===== src/rtl/cesd_pkg.sv =====
// Package for the C escape sequence decoder: decode modes, result status codes,
// character constants and the hex digit helper. No dependencies.
package cesd_pkg;

  typedef enum logic [1:0] {
    MODE_TEXT = 2'd0,
    MODE_ESC  = 2'd1,
    MODE_HEX1 = 2'd2,
    MODE_HEX2 = 2'd3
  } mode_t;

  typedef enum logic [1:0] {
    ST_OK      = 2'd0,
    ST_UNKNOWN = 2'd1,
    ST_BADHEX  = 2'd2,
    ST_TRUNC   = 2'd3
  } status_t;

  localparam logic [7:0] CH_BACKSLASH = 8'h5C;
  localparam logic [7:0] CH_DQUOTE    = 8'h22;
  localparam logic [7:0] CH_SQUOTE    = 8'h27;
  localparam logic [7:0] CH_LC_N      = 8'h6E;
  localparam logic [7:0] CH_UC_N      = 8'h4E;
  localparam logic [7:0] CH_LC_T      = 8'h74;
  localparam logic [7:0] CH_UC_T      = 8'h54;
  localparam logic [7:0] CH_LC_R      = 8'h72;
  localparam logic [7:0] CH_UC_R      = 8'h52;
  localparam logic [7:0] CH_LC_X      = 8'h78;
  localparam logic [7:0] CH_UC_X      = 8'h58;
  localparam logic [7:0] CH_NEWLINE   = 8'h0A;
  localparam logic [7:0] CH_TAB       = 8'h09;
  localparam logic [7:0] CH_CR        = 8'h0D;

  typedef struct packed {
    logic [3:0] value;
    logic       bad;
  } hex_digit_t;

  // Value of one ASCII hex digit; anything else reads as zero and is marked bad.
  function automatic hex_digit_t hex_value(input logic [7:0] b);
    hex_digit_t r;
    r.value = 4'd0;
    r.bad   = 1'b0;
    if (b >= 8'h30 && b <= 8'h39) begin
      r.value = 4'(b - 8'h30);
    end else if (b >= 8'h61 && b <= 8'h66) begin
      r.value = 4'(b - 8'h57);
    end else if (b >= 8'h41 && b <= 8'h46) begin
      r.value = 4'(b - 8'h37);
    end else begin
      r.bad = 1'b1;
    end
    return r;
  endfunction

endpackage


===== src/rtl/cesd_if.sv =====
// Stream interfaces of the C escape sequence decoder: raw input words and
// decoded result words, each with a valid/ready handshake. No dependencies.
interface cesd_in_if;
  logic       valid;
  logic       ready;
  logic [7:0] in_byte;
  logic       last_byte;

  modport source (output valid, output in_byte, output last_byte, input ready);
  modport sink   (input valid, input in_byte, input last_byte, output ready);
endinterface

interface cesd_out_if;
  logic       valid;
  logic       ready;
  logic [7:0] out_byte;
  logic [1:0] status;
  logic       end_of_string;

  modport source (output valid, output out_byte, output status, output end_of_string,
                  input ready);
  modport sink   (input valid, input out_byte, input status, input end_of_string,
                  output ready);
endinterface


===== src/rtl/c_escape_sequence_decoder_core.sv =====
// C escape sequence decoder, top level: input register, decode logic, result register.
// Depends on cesd_pkg and the stream interfaces in cesd_if.sv.
//
// This block takes the body of a C-style string one byte per word and returns the
// decoded bytes. A backslash opens an escape: n, t and r in either case give newline,
// tab and carriage return; backslash and both quote characters give themselves; x or X
// takes exactly two hex digits, high nibble first, and a digit that is not hex counts
// as zero and gives status 2 (bad hex digit). Any other escaped byte comes out as
// itself with status 1 (unknown escape). The backslash, the x and the first hex digit
// give no result word of their own. When the word marked last_byte leaves an escape
// open, the block returns byte 0 with status 3 (truncated escape). Every last word
// yields a result with end_of_string set, and the decoder then starts fresh. The block
// takes one word per clock cycle while no result waits at the output. Each word is
// held in the input register and is decoded into the result register as it leaves.
// A result that waits on the output side stalls only the input register; new words
// keep arriving while the register has room.
module c_escape_sequence_decoder_core (
  input  logic        clk,
  input  logic        rst,
  cesd_in_if.sink     in_ch,
  cesd_out_if.source  out_ch
);

  // Input register.
  logic       in_valid;
  logic [7:0] in_byte;
  logic       in_last;

  // Decode state.
  cesd_pkg::mode_t mode;
  logic [3:0]      high_nibble;
  logic            hex_err;

  // Result register.
  logic       out_valid;
  logic [7:0] out_byte;
  logic [1:0] out_status;
  logic       out_eos;

  // Decode outputs.
  logic                 emit;
  logic [7:0]           res_byte;
  cesd_pkg::status_t    res_status;
  cesd_pkg::mode_t      mode_next;
  logic [3:0]           high_nibble_next;
  logic                 hex_err_next;
  cesd_pkg::hex_digit_t digit;

  logic out_free;
  logic advance;

  // The held word moves on when the result register is empty or being emptied.
  assign out_free = !out_valid || out_ch.ready;
  assign advance  = in_valid && out_free;
  assign in_ch.ready = !in_valid || out_free;

  assign digit = cesd_pkg::hex_value(in_byte);

  always_comb begin
    emit             = 1'b0;
    res_byte         = in_byte;
    res_status       = cesd_pkg::ST_OK;
    mode_next        = mode;
    high_nibble_next = high_nibble;
    hex_err_next     = hex_err;
    case (mode)
      cesd_pkg::MODE_TEXT: begin
        if (in_byte == cesd_pkg::CH_BACKSLASH) begin
          mode_next = cesd_pkg::MODE_ESC;
        end else begin
          emit = 1'b1;
        end
      end
      cesd_pkg::MODE_ESC: begin
        mode_next = cesd_pkg::MODE_TEXT;
        emit      = 1'b1;
        case (in_byte)
          cesd_pkg::CH_LC_N, cesd_pkg::CH_UC_N: res_byte = cesd_pkg::CH_NEWLINE;
          cesd_pkg::CH_LC_T, cesd_pkg::CH_UC_T: res_byte = cesd_pkg::CH_TAB;
          cesd_pkg::CH_LC_R, cesd_pkg::CH_UC_R: res_byte = cesd_pkg::CH_CR;
          cesd_pkg::CH_BACKSLASH, cesd_pkg::CH_DQUOTE, cesd_pkg::CH_SQUOTE: begin
            res_byte = in_byte;
          end
          cesd_pkg::CH_LC_X, cesd_pkg::CH_UC_X: begin
            emit             = 1'b0;
            mode_next        = cesd_pkg::MODE_HEX1;
            high_nibble_next = 4'd0;
            hex_err_next     = 1'b0;
          end
          default: res_status = cesd_pkg::ST_UNKNOWN;
        endcase
      end
      cesd_pkg::MODE_HEX1: begin
        mode_next        = cesd_pkg::MODE_HEX2;
        high_nibble_next = digit.value;
        hex_err_next     = digit.bad;
      end
      default: begin
        emit             = 1'b1;
        res_byte         = {high_nibble, digit.value};
        res_status       = (hex_err || digit.bad) ? cesd_pkg::ST_BADHEX : cesd_pkg::ST_OK;
        mode_next        = cesd_pkg::MODE_TEXT;
        high_nibble_next = 4'd0;
        hex_err_next     = 1'b0;
      end
    endcase
    // The last word always yields a result; an open escape is reported as truncated.
    if (in_last) begin
      if (!emit) begin
        res_byte   = 8'd0;
        res_status = cesd_pkg::ST_TRUNC;
      end
      emit             = 1'b1;
      mode_next        = cesd_pkg::MODE_TEXT;
      high_nibble_next = 4'd0;
      hex_err_next     = 1'b0;
    end
  end

  always_ff @(posedge clk) begin
    if (rst) begin
      in_valid    <= 1'b0;
      out_valid   <= 1'b0;
      mode        <= cesd_pkg::MODE_TEXT;
      high_nibble <= 4'd0;
      hex_err     <= 1'b0;
    end else begin
      if (in_ch.ready) begin
        in_valid <= in_ch.valid;
      end
      if (advance) begin
        mode        <= mode_next;
        high_nibble <= high_nibble_next;
        hex_err     <= hex_err_next;
      end
      if (out_free) begin
        out_valid <= advance && emit;
      end
    end
  end

  // Payload registers carry no reset.
  always_ff @(posedge clk) begin
    if (in_ch.ready && in_ch.valid) begin
      in_byte <= in_ch.in_byte;
      in_last <= in_ch.last_byte;
    end
    if (advance && emit) begin
      out_byte   <= res_byte;
      out_status <= res_status;
      out_eos    <= in_last;
    end
  end

  assign out_ch.valid         = out_valid;
  assign out_ch.out_byte      = out_byte;
  assign out_ch.status        = out_status;
  assign out_ch.end_of_string = out_eos;

`ifndef SYNTHESIS
  a_reset_clears_output: assert property (@(posedge clk) rst |=> !out_ch.valid)
    else $error("result valid after reset");

  a_last_restarts: assert property (@(posedge clk) disable iff (rst)
    (advance && in_last) |=> (mode == cesd_pkg::MODE_TEXT && high_nibble == 4'd0 && !hex_err))
    else $error("decoder state not cleared after last word");

  a_trunc_form: assert property (@(posedge clk) disable iff (rst)
    (out_valid && out_status == cesd_pkg::ST_TRUNC) |-> (out_eos && out_byte == 8'd0))
    else $error("truncated escape result malformed");

  a_last_emits: assert property (@(posedge clk) disable iff (rst)
    (advance && in_last) |=> (out_valid && out_eos))
    else $error("last word produced no end-of-string result");
`endif

endmodule

===== src/flat_wrapper.sv =====
// flat-port wrapper written by rule: the top's interface ports become plain ports
module c_escape_sequence_decoder_core_flat 
  (clk, rst, in_ch_valid, in_ch_in_byte, in_ch_last_byte, in_ch_ready, out_ch_valid, out_ch_out_byte, out_ch_status, out_ch_end_of_string, out_ch_ready);
  cesd_in_if in_ch_i ();
  cesd_out_if out_ch_i ();
  input  logic clk;
  input  logic rst;
  input wire logic [$bits(in_ch_i.valid)-1:0] in_ch_valid;
  input wire logic [$bits(in_ch_i.in_byte)-1:0] in_ch_in_byte;
  input wire logic [$bits(in_ch_i.last_byte)-1:0] in_ch_last_byte;
  output wire logic [$bits(in_ch_i.ready)-1:0] in_ch_ready;
  output wire logic [$bits(out_ch_i.valid)-1:0] out_ch_valid;
  output wire logic [$bits(out_ch_i.out_byte)-1:0] out_ch_out_byte;
  output wire logic [$bits(out_ch_i.status)-1:0] out_ch_status;
  output wire logic [$bits(out_ch_i.end_of_string)-1:0] out_ch_end_of_string;
  input wire logic [$bits(out_ch_i.ready)-1:0] out_ch_ready;
  assign in_ch_i.valid = in_ch_valid;
  assign in_ch_i.in_byte = in_ch_in_byte;
  assign in_ch_i.last_byte = in_ch_last_byte;
  assign in_ch_ready = in_ch_i.ready;
  assign out_ch_valid = out_ch_i.valid;
  assign out_ch_out_byte = out_ch_i.out_byte;
  assign out_ch_status = out_ch_i.status;
  assign out_ch_end_of_string = out_ch_i.end_of_string;
  assign out_ch_i.ready = out_ch_ready;
  c_escape_sequence_decoder_core u_core (.clk(clk), .rst(rst), .in_ch(in_ch_i), .out_ch(out_ch_i));
endmodule

===== config.mk =====
export PLATFORM = sky130hd
export DESIGN_NAME = c_escape_sequence_decoder_core_flat
export DESIGN_NICKNAME = d
export VERILOG_FILES = /design/src/rtl/cesd_pkg.sv /design/src/rtl/cesd_if.sv /design/src/rtl/c_escape_sequence_decoder_core.sv /design/src/flat_wrapper.sv
export SDC_FILE = /design/constraint.sdc
export NUM_CORES = 1
export LEC_CHECK = 0
export ABC_CLOCK_PERIOD_IN_PS = 4100
export BUFFER_PORTS_ARGS = -buffer_cell sky130_fd_sc_hd__buf_2
export CAP_MARGIN = 20
export CORE_ASPECT_RATIO = 1.5
export CORE_MARGIN = 5
export CORE_UTILIZATION = 45
export CTS_CLUSTER_SIZE = 8
export DETAILED_ROUTE_END_ITERATION = 7
export GPL_ROUTABILITY_DRIVEN = 0
export GPL_TIMING_DRIVEN = 0
export PLACE_DENSITY = 0.72
export REMOVE_ABC_BUFFERS = 1
export SYNTH_ARGS = -nofsm -noshare
export SYNTH_HDL_FRONTEND = slang
export SYNTH_SLANG_ARGS = --single-unit

===== constraint.sdc =====
create_clock -name clk -period 4.1 [get_ports clk]
set_input_delay 0.82 -clock clk [delete_from_list [all_inputs] [get_ports clk]]
set_output_delay 0.82 -clock clk [all_outputs]
set_load 0.05 [all_outputs]

After elaboration in Yosys (flattened, before gate mapping)
Index checks and enable logic that the tools add are counted.
{ "word_totals": {"inputBits": 13, "reg_bits": 29, "wordCells": 84} }
{ "classes": {"addsub": 3, "muxes": 29, "n_eq_ne": 16, "magnitude_cmp": 6, "n_reduce_logical": 20} }
{ "ops": {"columns": ["cell", "count"], "rows": [
  ["$eq A8 B7 Y1 const B", 9],
  ["$pmux W8 S3", 1],
  ["$mux W4", 5],
  ["$eq A8 B6 Y1 const B", 2],
  ["$ge A8 B7 Y1 const B", 2],
  ["$le A8 B7 Y1 const B", 2],
  ["$mux W8", 2],
  ["$pmux W8 S2", 1],
  ["$mux W2", 6],
  ["$pmux W4 S3", 1],
  ["$reduce_or A11 Y1", 1],
  ["$reduce_or A2 Y1", 5],
  ["$mux W1", 9],
  ["$ge A8 B6 Y1 const B", 1],
  ["$le A8 B6 Y1 const B", 1],
  ["$sub A4 B3 Y4 const B", 2],
  ["$logic_and A1 B1 Y1", 6],
  ["$ne A3 B1 Y1 const B", 2],
  ["$pmux W1 S3", 2],
  ["$pmux W2 S3", 1],
  ["$pmux W2 S2", 1],
  ["$sub A4 B1 Y4 const B", 1],
  ["$logic_or A1 B1 Y1", 3],
  ["$reduce_and A3 Y1", 1],
  ["6 further kinds", 7]
]} }

Longest topological paths before layout
Gate-level depths: netlist of run 1.
{ "depth": {"word_depth": 10, "depth_mapped": 6, "ltp_nobuf": 6} }

Worst setup path before layout of run 1
Ideal clock, no wire load.
{ "synth_path": {"path_kind": "flip-flop to flip-flop", "startpoint": "register u_core.in_byte[0]", "endpoint": "register u_core.out_eos, in the netlist u_core.out_ch.end_of_string, enable pin", "synth_period_minus_slack_ns": 2.337, "arrival_ns": 1.955, "stages_incl_launch_ff": 7, "setup_slack_ns": 1.763, "n_path_buf": 0, "path_cell_list": "edfxtp_1 > inv_1 > ha_1 > and4b_1 > a31oi_1 > o22ai_1 > a21oi_1"} }
{ "synth_via": {"elab_chain_cells": 6} }
{ "synth_rtl": {"columns": ["item", "line", "text"], "rows": [
  ["from (decl)", "c_escape_sequence_decoder_core.sv:26", "logic [7:0] in_byte;"],
  ["from (signal assigned)", "c_escape_sequence_decoder_core.sv:145", "in_byte <= in_ch.in_byte;"],
  ["$eq A8 B7 Y1", "c_escape_sequence_decoder_core.sv:77", "case (in_byte)"],
  ["$reduce_or A2 Y1", "c_escape_sequence_decoder_core.sv:77", null],
  ["$mux W1", "c_escape_sequence_decoder_core.sv:77", null],
  ["$pmux W1 S3 (*)", "c_escape_sequence_decoder_core.sv:66", "case (mode)"],
  ["$mux W1 (*)", "c_escape_sequence_decoder_core.sv:108", "if (in_last) begin"],
  ["$logic_and A1 B1 Y1 (*)", "c_escape_sequence_decoder_core.sv:148", "if (advance && emit) begin"],
  ["to (signal assigned)", "c_escape_sequence_decoder_core.sv:151", "out_eos <= in_last;"],
  ["to (decl)", "c_escape_sequence_decoder_core.sv:38", "logic out_eos;"]
]} }
Every way passes the cells marked *; elsewhere a longest branch is shown, timed or not.
A chain may end at the register's enable or synchronous reset.

Final worst setup path of run 1
{ "layout_path": {"startpoint": "register u_core.in_byte[0]", "endpoint": "register u_core.out_byte[7], in the netlist u_core.out_ch.out_byte[7], enable pin"} }
{ "layout_via": {"elab_chain_cells": 6} }
{ "layout_rtl": {"columns": ["item", "line", "text"], "rows": [
  ["$eq A8 B7 Y1", "c_escape_sequence_decoder_core.sv:77", null],
  ["$reduce_or A2 Y1", "c_escape_sequence_decoder_core.sv:77", null],
  ["$mux W1", "c_escape_sequence_decoder_core.sv:77", null],
  ["$pmux W1 S3 (*)", "c_escape_sequence_decoder_core.sv:66", null],
  ["$mux W1 (*)", "c_escape_sequence_decoder_core.sv:108", null],
  ["$logic_and A1 B1 Y1 (*)", "c_escape_sequence_decoder_core.sv:148", null],
  ["to (signal assigned)", "c_escape_sequence_decoder_core.sv:149", "out_byte <= res_byte;"],
  ["to (decl)", "c_escape_sequence_decoder_core.sv:36", "logic [7:0] out_byte;"]
]} }
Marked as above.

==> impl_metrics.ini, run 1 <==
[timing]
fin_crit_ns = 2.85
fin_crit_sh = 0.695
hold_violations = 0
setup_ws_ns = 1.25
holdWs_ns = 0.458
drv_slew = 0
tightest_slew_ns = 0.983
finalSetupViolCount = 0
fin_setup_tns_ns = 0
skew_ns = 0.00723
grt_setup_unrepaired = no
slew_headroom = 0.345
max_freq_mhz = 351

[clocking]
cts.sinks = 29
hold_buffers = 0
clk_pin_slew_ns = 0.06
cts-root-buf = clkbuf_8
cts-htree-levels = 2
cts_resized = 0
cts_tree = yes
cts_buffers = 5
clk-insertion-delay-late_ns = 0.28
post_cts_buffers = 0
ctsLongestPathBuffers = 2

[min_path]
min_to = u_core.high_nibble[1]$_SDFFE_PP0P_
hp-class = flip-flop to flip-flop
holdPathStages = 2
hp-start = u_core.high_nibble[1]$_SDFFE_PP0P_

[setup_path]
r2r-end = u_core.out_ch.out_byte[7]$_DFFE_PP_
cp_slowest_stage_delay_ns = 0.81
reg2regPathDepth = 6
critPathLaunchType = flip-flop
r2r_setup_slack_ns = 1.25
r2r_start = u_core.in_byte[0]$_DFFE_PP_
worstPathCellList = inv_1 > ha_1 > and4b_1 > a31oi_1 > o22ai_1 > a21oi_1
cp_max_fo = 11
cpMaxStageDelayCell = a21oi_1
crit_required_ns = 4.00
critPathArrivalTime_ns = 2.75
worst_setup_path_end_kind = flip-flop
crit_type = flip-flop to flip-flop

[grt]
grt.overflow.total = 0
grt_pass1_wl_um = 5260
grt_antenna_before_repair = 0
grt_pass1_vias = 1166
grt_max_degree = 18
track_usage = 0.139

[drt]
drt_first_pass_iters = 4
wl_um = 3470
vias_per_cell = 6.09
drcViolationCount = 0
wl_per_cell_um = 15.8
vias = 1333
postRouteAntennaNets = 0
drtIter0Drc = 44

[logic_synthesis]
syn_avg_cell_area_um2 = 10.6
yosys_warnings = 0
synth_compound_area_frac = 0.239
synth_async_sr_flop_share = 0
syn_area_um2 = 1610
synth_edf_count = 20
synth_adder_area_share = 0.0311
ys.flop_type = edfxtp_1
yosysSeqAreaShare = 0.486
ys_ff_latch = 29
synthCells = 152
synthMuxAreaShare = 0.0218
ys_types = 48
synth_top_family_by_area = compound AO/OA/AOI/OAI gates
synthSimpleGateAreaFrac = 0.162
synth_xor_area_frac = 0

[placement]
hpwl_um = 2630
pre_cts_ws_ns = 1.26
port_buffers = 25
placed_cells = 211

[power_and_ir_drop]
pwr_density_cell_nw_per_um2 = 345
leakagePower_uw = 0.000660
ir_worst_vdd_mv = 0.219

[finish]
diodes = 0
fin_nets = 193
fin_cells = 219
layout-drive-gt1-share = 0.209
layout_commonest_cell = buf_2
final_cell_mix = buf_2, edfxtp_1, inv_1
area_growth_pct = 13.4
final_core_util = 0.534

[floorplanning]
die_y_um = 83.2
dieArea_um2 = 4890
rows = 26
start_util = 0.471
fp.coreArea_um2 = 3420
ios = 26
die_x_um = 58.8

[run_status]
status = finished, final reports clean

[flow_run]
maxCapViolCount = 0
-- cells by family (layout without fill, tap and decap cells) --
group / after synthesis / after routing
flops: 29 / 29
simple gates: 43 / 43
mux: 3 / 3
buf+inv: 22 / 47
compound gates: 51 / 51
fa+ha+maj: 4 / 4
-- flip-flops by register name, summed over array words and instances (netlist names) --
register / count
u_core.hex_err: 1
u_core.high_nibble: 4
u_core.in_byte: 8
u_core.in_last: 1
u_core.in_valid: 1
u_core.mode: 2
u_core.out_ch.end_of_string: 1
u_core.out_ch.out_byte: 8
u_core.out_ch.status: 2
u_core.out_ch.valid: 1
-- cell usage after synthesis, types with 4 or more instances --
cell type   n  area share
a21oi_1     8       0.025
a32o_1      5       0.031
dfxtp_1     9        0.11
edfxtp_1   20        0.37
ha_1        4       0.031
inv_1      14       0.033
nand2_1     9       0.021
nand4_1     4       0.016
nor2_1      5       0.012
nor2b_1     4       0.016
o21ai_0     4       0.012
o22ai_1     8       0.031
-- worst max-delay path, delay by kind of cell (launching register included) --
family / cells / cell delay [ns]
AOI/OAI and AO/OA: 3 / 1.24
DFF: 1 / 0.47
adders and majority gates: 1 / 0.31
and+or+nand+nor: 1 / 0.28
buffers and inverters: 1 / 0.17
-- worst max-delay path by stage --
stage,end,start,cells past startpoint
floorplan,u_core.out_ch.end_of_string$_DFFE_PP_,u_core.in_byte[0]$_DFFE_PP_,6
global placement,u_core.out_ch.out_byte[6]$_DFFE_PP_,u_core.in_byte[0]$_DFFE_PP_,6
detailed placement,u_core.out_ch.out_byte[6]$_DFFE_PP_,u_core.in_byte[0]$_DFFE_PP_,6
CTS,u_core.out_ch.out_byte[7]$_DFFE_PP_,u_core.in_byte[0]$_DFFE_PP_,6
global route,u_core.out_ch.out_byte[5]$_DFFE_PP_,u_core.in_byte[0]$_DFFE_PP_,6
finish,u_core.out_ch.out_byte[7]$_DFFE_PP_,u_core.in_byte[0]$_DFFE_PP_,6
-- report_power, final --
group / leakage [uW] / internal [uW] / switching (uW)
Sequential: 0.000261 / 326 / 14.5
Combinational: 0.000354 / 23.9 / 45.8
Clock: 0.0000450 / 117 / 102
Total: 0.000660 / 467 / 162
-- layout make-up --
class / count / area, um^2
tap: 42 / 52.6
sequential: 29 / 781
fill: 329 / 1590
inverter: 14 / 52.6
multi-input combinational: 101 / 729
timing repair buffer: 25 / 125
clock inverter: 2 / 10.0
clock buffer: 6 / 72.6
-- stage by stage --
stage                     power, uW  area (um^2)
after floorplan                 394         1560
after global placement          414         1740
final                           629         1820
after CTS                       635         1820
after global routing            653         1820
after detailed placement        416         1740
-- layer usage --
layer	vias to the layer above	global-route usage	share of wire
met5	-	0	0
met4	0	0.0701	0.032
met3	13	0.0419	0.073
met2	72	0.249	0.53
met1	608	0.137	0.36
li1	640	-	-
No activity file was read; power rests on OpenSTA's default activity.
==> inputs of run 2 (changes only) <==
--- a/config.mk
+++ b/config.mk
@@ -5,7 +5,8 @@
 export SDC_FILE = /design/constraint.sdc
 export NUM_CORES = 1
 export LEC_CHECK = 0
-export ABC_CLOCK_PERIOD_IN_PS = 4100
+export ABC_AREA = 1
+export ABC_CLOCK_PERIOD_IN_PS = 2890
 export BUFFER_PORTS_ARGS = -buffer_cell sky130_fd_sc_hd__buf_2
 export CAP_MARGIN = 20
 export CORE_ASPECT_RATIO = 1.5
==> constraint.sdc (replaced) <==
create_clock -name clk -period 2.89 [get_ports clk]
set_input_delay 0.578 -clock clk [delete_from_list [all_inputs] [get_ports clk]]
set_output_delay 0.578 -clock clk [all_outputs]
set_load 0.05 [all_outputs]
==> impl_metrics.ini, run 2 <==
[run_status]
status = finished, final reports clean

[setup_path]
critPathArrivalTime_ns = 2.08
r2r-end = u_core.out_ch.out_byte[3]$_DFFE_PP_
r2r_setup_slack_ns = 0.85
worst_setup_path_end_kind = flip-flop
r2r_start = u_core.in_byte[0]$_DFFE_PP_
critPathLaunchType = flip-flop
crit_type = flip-flop to flip-flop
crit_required_ns = 2.93
cp_max_fo = 7
reg2regPathDepth = 9

[min_path]
min_to = u_core.hex_err$_SDFFE_PP0P_
hp-class = flip-flop to flip-flop
hp-start = u_core.hex_err$_SDFFE_PP0P_
holdPathStages = 2

[logic_synthesis]
synth_largest_area_cell = edfxtp_1
syn_avg_cell_area_um2 = 8.50
yosysSeqAreaShare = 0.489
ys_ff_latch = 29
synthCells = 188
synth_edf_count = 20
ys_types = 27
yosys-top-cells-count = nand2_1, inv_1, edfxtp_1, nand3_1, a21oi_1
synth_async_sr_flop_share = 0
ys.flop_type = edfxtp_1
yosys.area.top_type_share = 0.376
syn_area_um2 = 1600
yosys_warnings = 0
synth.area.top_cells = edfxtp_1, nand2_1, dfxtp_1
synth.most_common_cell = nand2_1

[finish]
final_core_util = 0.537
top_regs = u_core.in_byte (8), u_core.out_ch.out_byte (8), u_core.high_nibble (4)
fin_nets = 234
area_growth_pct = 14.9
fill_cells = 340
final_cell_mix = nand2_1, buf_2, inv_1
layout-drive-gt1-share = 0.220
layout_commonest_cell = nand2_1
fin_cells = 260
diodes = 0

[grt]
grt.overflow.total = 0
grt_pass1_wl_um = 5260
grt_max_degree = 12
track_usage = 0.142
grt_antenna_before_repair = 0
grt_pass1_vias = 1215

[floorplanning]
fp.coreArea_um2 = 3420
start_util = 0.468
dieArea_um2 = 4870
ios = 26
die_y_um = 83.0
die_x_um = 58.7
rows = 26

[timing]
fin_setup_tns_ns = 0
fin_crit_sh = 0.705
finalSetupViolCount = 0
fin_crit_ns = 2.04
max_freq_mhz = 491
drv_slew = 0
tightest_slew_ns = 0.395
grt_setup_unrepaired = no
hold_violations = 0
skew_ns = 0.00425
slew_headroom = 0.737
holdWs_ns = 0.465

[drt]
drt_first_pass_iters = 4
postRouteAntennaNets = 0
dr_wl_met3_um = 165
drtIter0Drc = 49
vias_per_cell = 5.00
drcViolationCount = 0
wl_um = 3070
wl_per_cell_um = 11.8
vias = 1299
wl_met2_um = 1660
m1WireLength_um = 1140
highest_layer = met4

[clocking]
cts_buffers = 5
cts_tree = yes
clk_pin_slew_ns = 0.06
cts_resized = 0
post_cts_buffers = 0
hold_buffers = 0
ctsLongestPathBuffers = 2
clk-insertion-delay-late_ns = 0.28
cts-htree-levels = 2
cts-root-buf = clkbuf_8
cts.sinks = 29

[power_and_ir_drop]
pwr_density_cell_nw_per_um2 = 487
ir_worst_vdd_mv = 0.307
leakagePower_uw = 0.000824

[placement]
port_buffers = 25
placed_cells = 252
hpwl_um = 2450

[flow_run]
maxCapViolCount = 0
run 2: changes by cell type after synthesis, moves of 5 or more:
cell,delta
nand2_1,+42
inv_1,+9
a32o_1,-5
o22ai_1,-8
nand3_1,+17
nor2_1,+6
run 2: critical path, cell delays in order, from the launching register on:
cell      delay (ns)
edfxtp_1        0.46
inv_1           0.22
ha_1            0.30
nor2_1          0.08
nand2_1         0.10
nand3_2         0.17
o21ai_0         0.12
nand2_1         0.12
a21oi_1         0.16
nor2_1          0.06
run 2: metrics by stage:
stage / instance area [um^2] / setup WS, ns / power (uW)
after global routing: 1840 / 0.628 / 940
after global placement: 1750 / 0.885 / 590
final: 1840 / 0.852 / 894
after detailed placement: 1750 / 0.878 / 592
after floorplan: 1580 / 0.984 / 562
after CTS: 1840 / 0.859 / 906
run 2: area by class of cell:
cell class / instances / area (um^2) / area share
clock buffers: 6 / 72.6 / 0.0395
clock inverters: 2 / 10.0 / 0.00545
inverters: 24 / 90.1 / 0.0491
multi-input cells: 132 / 704 / 0.384
flip-flops and latches: 29 / 781 / 0.425
well taps: 42 / 52.6 / 0.0286
repair buffers: 25 / 125 / 0.0682
run 2: worst max path at each step:
| stage | startpoint | endpoint | depth (start not counted) |
|---|---|---|---|
| CTS | u_core.in_byte[0]$_DFFE_PP_ | u_core.out_ch.out_byte[3]$_DFFE_PP_ | 9 |
| detailed placement | u_core.in_byte[0]$_DFFE_PP_ | u_core.out_ch.out_byte[3]$_DFFE_PP_ | 9 |
| finish | u_core.in_byte[0]$_DFFE_PP_ | u_core.out_ch.out_byte[3]$_DFFE_PP_ | 9 |
| global placement | u_core.in_byte[0]$_DFFE_PP_ | u_core.out_ch.out_byte[3]$_DFFE_PP_ | 9 |
| floorplan | u_core.out_ch.valid$_SDFFE_PP0P_ | u_core.in_byte[0]$_DFFE_PP_ | 3 |
| global route | u_core.in_byte[0]$_DFFE_PP_ | u_core.out_ch.out_byte[3]$_DFFE_PP_ | 9 |
run 2: kinds of logic after synthesis:
logic type,after synthesis,synth area share
and+or+nand+nor,104,0.321
DFF,29,0.489
AOI/OAI and AO/OA,24,0.0885
buffers and inverters,27,0.0705
adders and majority gates,4,0.0313
run 2: layer usage:
metal	vias up	global-route usage
met3	10	0.0373
met5	-	0
li1	690	-
met1	572	0.142
met4	0	0.0948
met2	27	0.247
run 2: where the power goes:
part	internal, uW	switching, uW
Combinational	30.2	76.9
Sequential	463	12.1
Clock	166	145
==> inputs of run 3 (changes only) <==
--- a/config.mk
+++ b/config.mk
@@ -6,7 +6,7 @@
 export NUM_CORES = 1
 export LEC_CHECK = 0
 export ABC_AREA = 1
-export ABC_CLOCK_PERIOD_IN_PS = 2890
+export ABC_CLOCK_PERIOD_IN_PS = 1800
 export BUFFER_PORTS_ARGS = -buffer_cell sky130_fd_sc_hd__buf_2
 export CAP_MARGIN = 20
 export CORE_ASPECT_RATIO = 1.5
@@ -16,7 +16,7 @@
 export DETAILED_ROUTE_END_ITERATION = 7
 export GPL_ROUTABILITY_DRIVEN = 0
 export GPL_TIMING_DRIVEN = 0
-export PLACE_DENSITY = 0.72
+export PLACE_DENSITY = 0.74
 export REMOVE_ABC_BUFFERS = 1
 export SYNTH_ARGS = -nofsm -noshare
 export SYNTH_HDL_FRONTEND = slang
==> constraint.sdc (replaced) <==
create_clock -name clk -period 1.8 [get_ports clk]
set_input_delay 0.36 -clock clk [delete_from_list [all_inputs] [get_ports clk]]
set_output_delay 0.36 -clock clk [all_outputs]
set_load 0.05 [all_outputs]
==> impl_metrics.ini, run 3 (same netlist as run 2, synthesis figures left out) <==
[drt]
vias_per_cell = 5.29
drtIter0Drc = 73
drt_first_pass_iters = 4
wl_per_cell_um = 13.9
wl_um = 3830
m1WireLength_um = 1350
drcViolationCount = 0
dr_wl_met3_um = 256
highest_layer = met4
wl_met2_um = 2070
vias = 1461
postRouteAntennaNets = 0

[finish]
seqCellArea_um2 = 782
fill_cells = 311
multi_input_area_um2 = 778
final_cell_mix = nand2_1, buf_2, nand3_1, edfxtp_1, inv_1
fin_nets = 250
layout_commonest_cell = nand2_1
diodes = 0
area_growth_pct = 27.3
final_core_util = 0.596
fin_cells = 276
top_regs = u_core.in_byte (8), u_core.out_ch.out_byte (8), u_core.high_nibble (4)
layout-drive-gt1-share = 0.338

[floorplanning]
fp.coreArea_um2 = 3420
rows = 26
dieArea_um2 = 4870
ios = 26
die_x_um = 58.7
start_util = 0.468
die_y_um = 83.0

[placement]
hpwl_um = 2470
placed_cells = 252
port_buffers = 25

[setup_path]
worst_setup_path_end_kind = flip-flop
cp_slowest_stage_delay_ns = 0.48
crit_required_ns = 1.81
cpMaxStageDelayCell = edfxtp_1
crit_type = flip-flop to flip-flop
worstPathCellList = buf_4 > nor2_2 > nand3_4 > nand2_4 > nand3_1 > nand2_2 > clkinvlp_4
critPathLaunchType = flip-flop
cp_max_fo = 7
critPathArrivalTime_ns = 1.78

[timing]
max_freq_mhz = 565
skew_ns = 0.00354
fin_crit_sh = 0.984
grt_setup_unrepaired = yes
tightest_slew_ns = 0.337
finalSetupViolCount = 0
fin_crit_ns = 1.77
slew_headroom = 0.775
hold_violations = 0
drv_slew = 0

[min_path]
hp-class = input port to flip-flop

[clocking]
cts_tree = yes
cts_buffers = 5
clk-insertion-delay-late_ns = 0.28
ctsLongestPathBuffers = 2
cts.sinks = 29
cts-root-buf = clkbuf_8
clk_pin_slew_ns = 0.06
cts-htree-levels = 2
hold_buffers = 0

[power_and_ir_drop]
pwr_density_cell_nw_per_um2 = 728
ir_worst_vdd_mv = 0.566
leakagePower_uw = 0.000888
total_power_uw = 1480

[flow_run]
maxCapViolCount = 0

[grt]
grt.overflow.total = 0
grt_antenna_before_repair = 0
track_usage = 0.147
grt_max_degree = 10
grt_pass1_wl_um = 5560
grt_pass1_vias = 1329

[run_status]
status = finished, final reports clean
==> run 3: changes by cell type in the layout (fill, tap and decap cells not counted), sizes merged <==
cell | before | now
clkinvlp | 0 | 2
inv | 24 | 23
buf | 25 | 40
==> run 3: area by class of cell <==
cell class | count | share of cell area
inverters | 24 | 0.0461
repair buffers | 40 | 0.117
multi-input cells | 132 | 0.383
well taps | 42 | 0.0258
clock inverters | 2 | 0.00492
flip-flops and latches | 29 | 0.384
repair inverters | 1 | 0.00369
clock buffers | 6 | 0.0357
==> run 3: metrics by stage <==
step,instance area [um^2],TNS (ns),worst slack [ns],hold slack [ns]
2_1_floorplan,1580,-0.956,-0.106,0.429
3_3_place_gp,1750,-2.95,-0.258,0.453
3_5_place_dp,1750,-2.77,-0.245,0.455
4_1_cts,1900,0,0.00878,0.246
5_1_grt,2030,-0.436,-0.0703,0.242
6_report,2030,0,0.0297,0.250
==> run 3: worst max-delay path, delay by kind of cell, from the launching register on <==
kind / cells / cell delay [ns]
flip-flops: 1 / 0.48
buffers and inverters: 2 / 0.39
AND/OR/NAND/NOR: 5 / 0.61
==> run 3: report_power, final <==
| group | internal (uW) | switching (uW) |
|---|---|---|
| logic | 70.9 | 147 |
| registers | 744 | 18.5 |
| clock network | 267 | 235 |
==> run 3: repair_timing <==
action,in CTS,in global routing
buffers inserted,5,10
cloned,1,0
resized for setup,7,16
endpoints found under the setup margin,23,21
pin swaps,1,7
==> run 3: path summary, 6_finish.rpt <==
check | start | to | slack [ns] | cells after the start
max reg2reg | u_core.in_byte[2]$_DFFE_PP_ | u_core.out_ch.out_byte[4]$_DFFE_PP_ | 0.03 | 7
max | u_core.in_byte[2]$_DFFE_PP_ | u_core.out_ch.out_byte[4]$_DFFE_PP_ | 0.03 | 7
min reg2reg | u_core.hex_err$_SDFFE_PP0P_ | u_core.hex_err$_SDFFE_PP0P_ | 0.47 | 2
min | in_ch_in_byte[0] | u_core.in_byte[0]$_DFFE_PP_ | 0.25 | 1
==> run 3: metal layers <==
layer | up-vias | global-route usage
met5 | - | 0
met3 | 16 | 0.0466
met2 | 60 | 0.257
met4 | 0 | 0.0845
met1 | 662 | 0.145
li1 | 723 | -
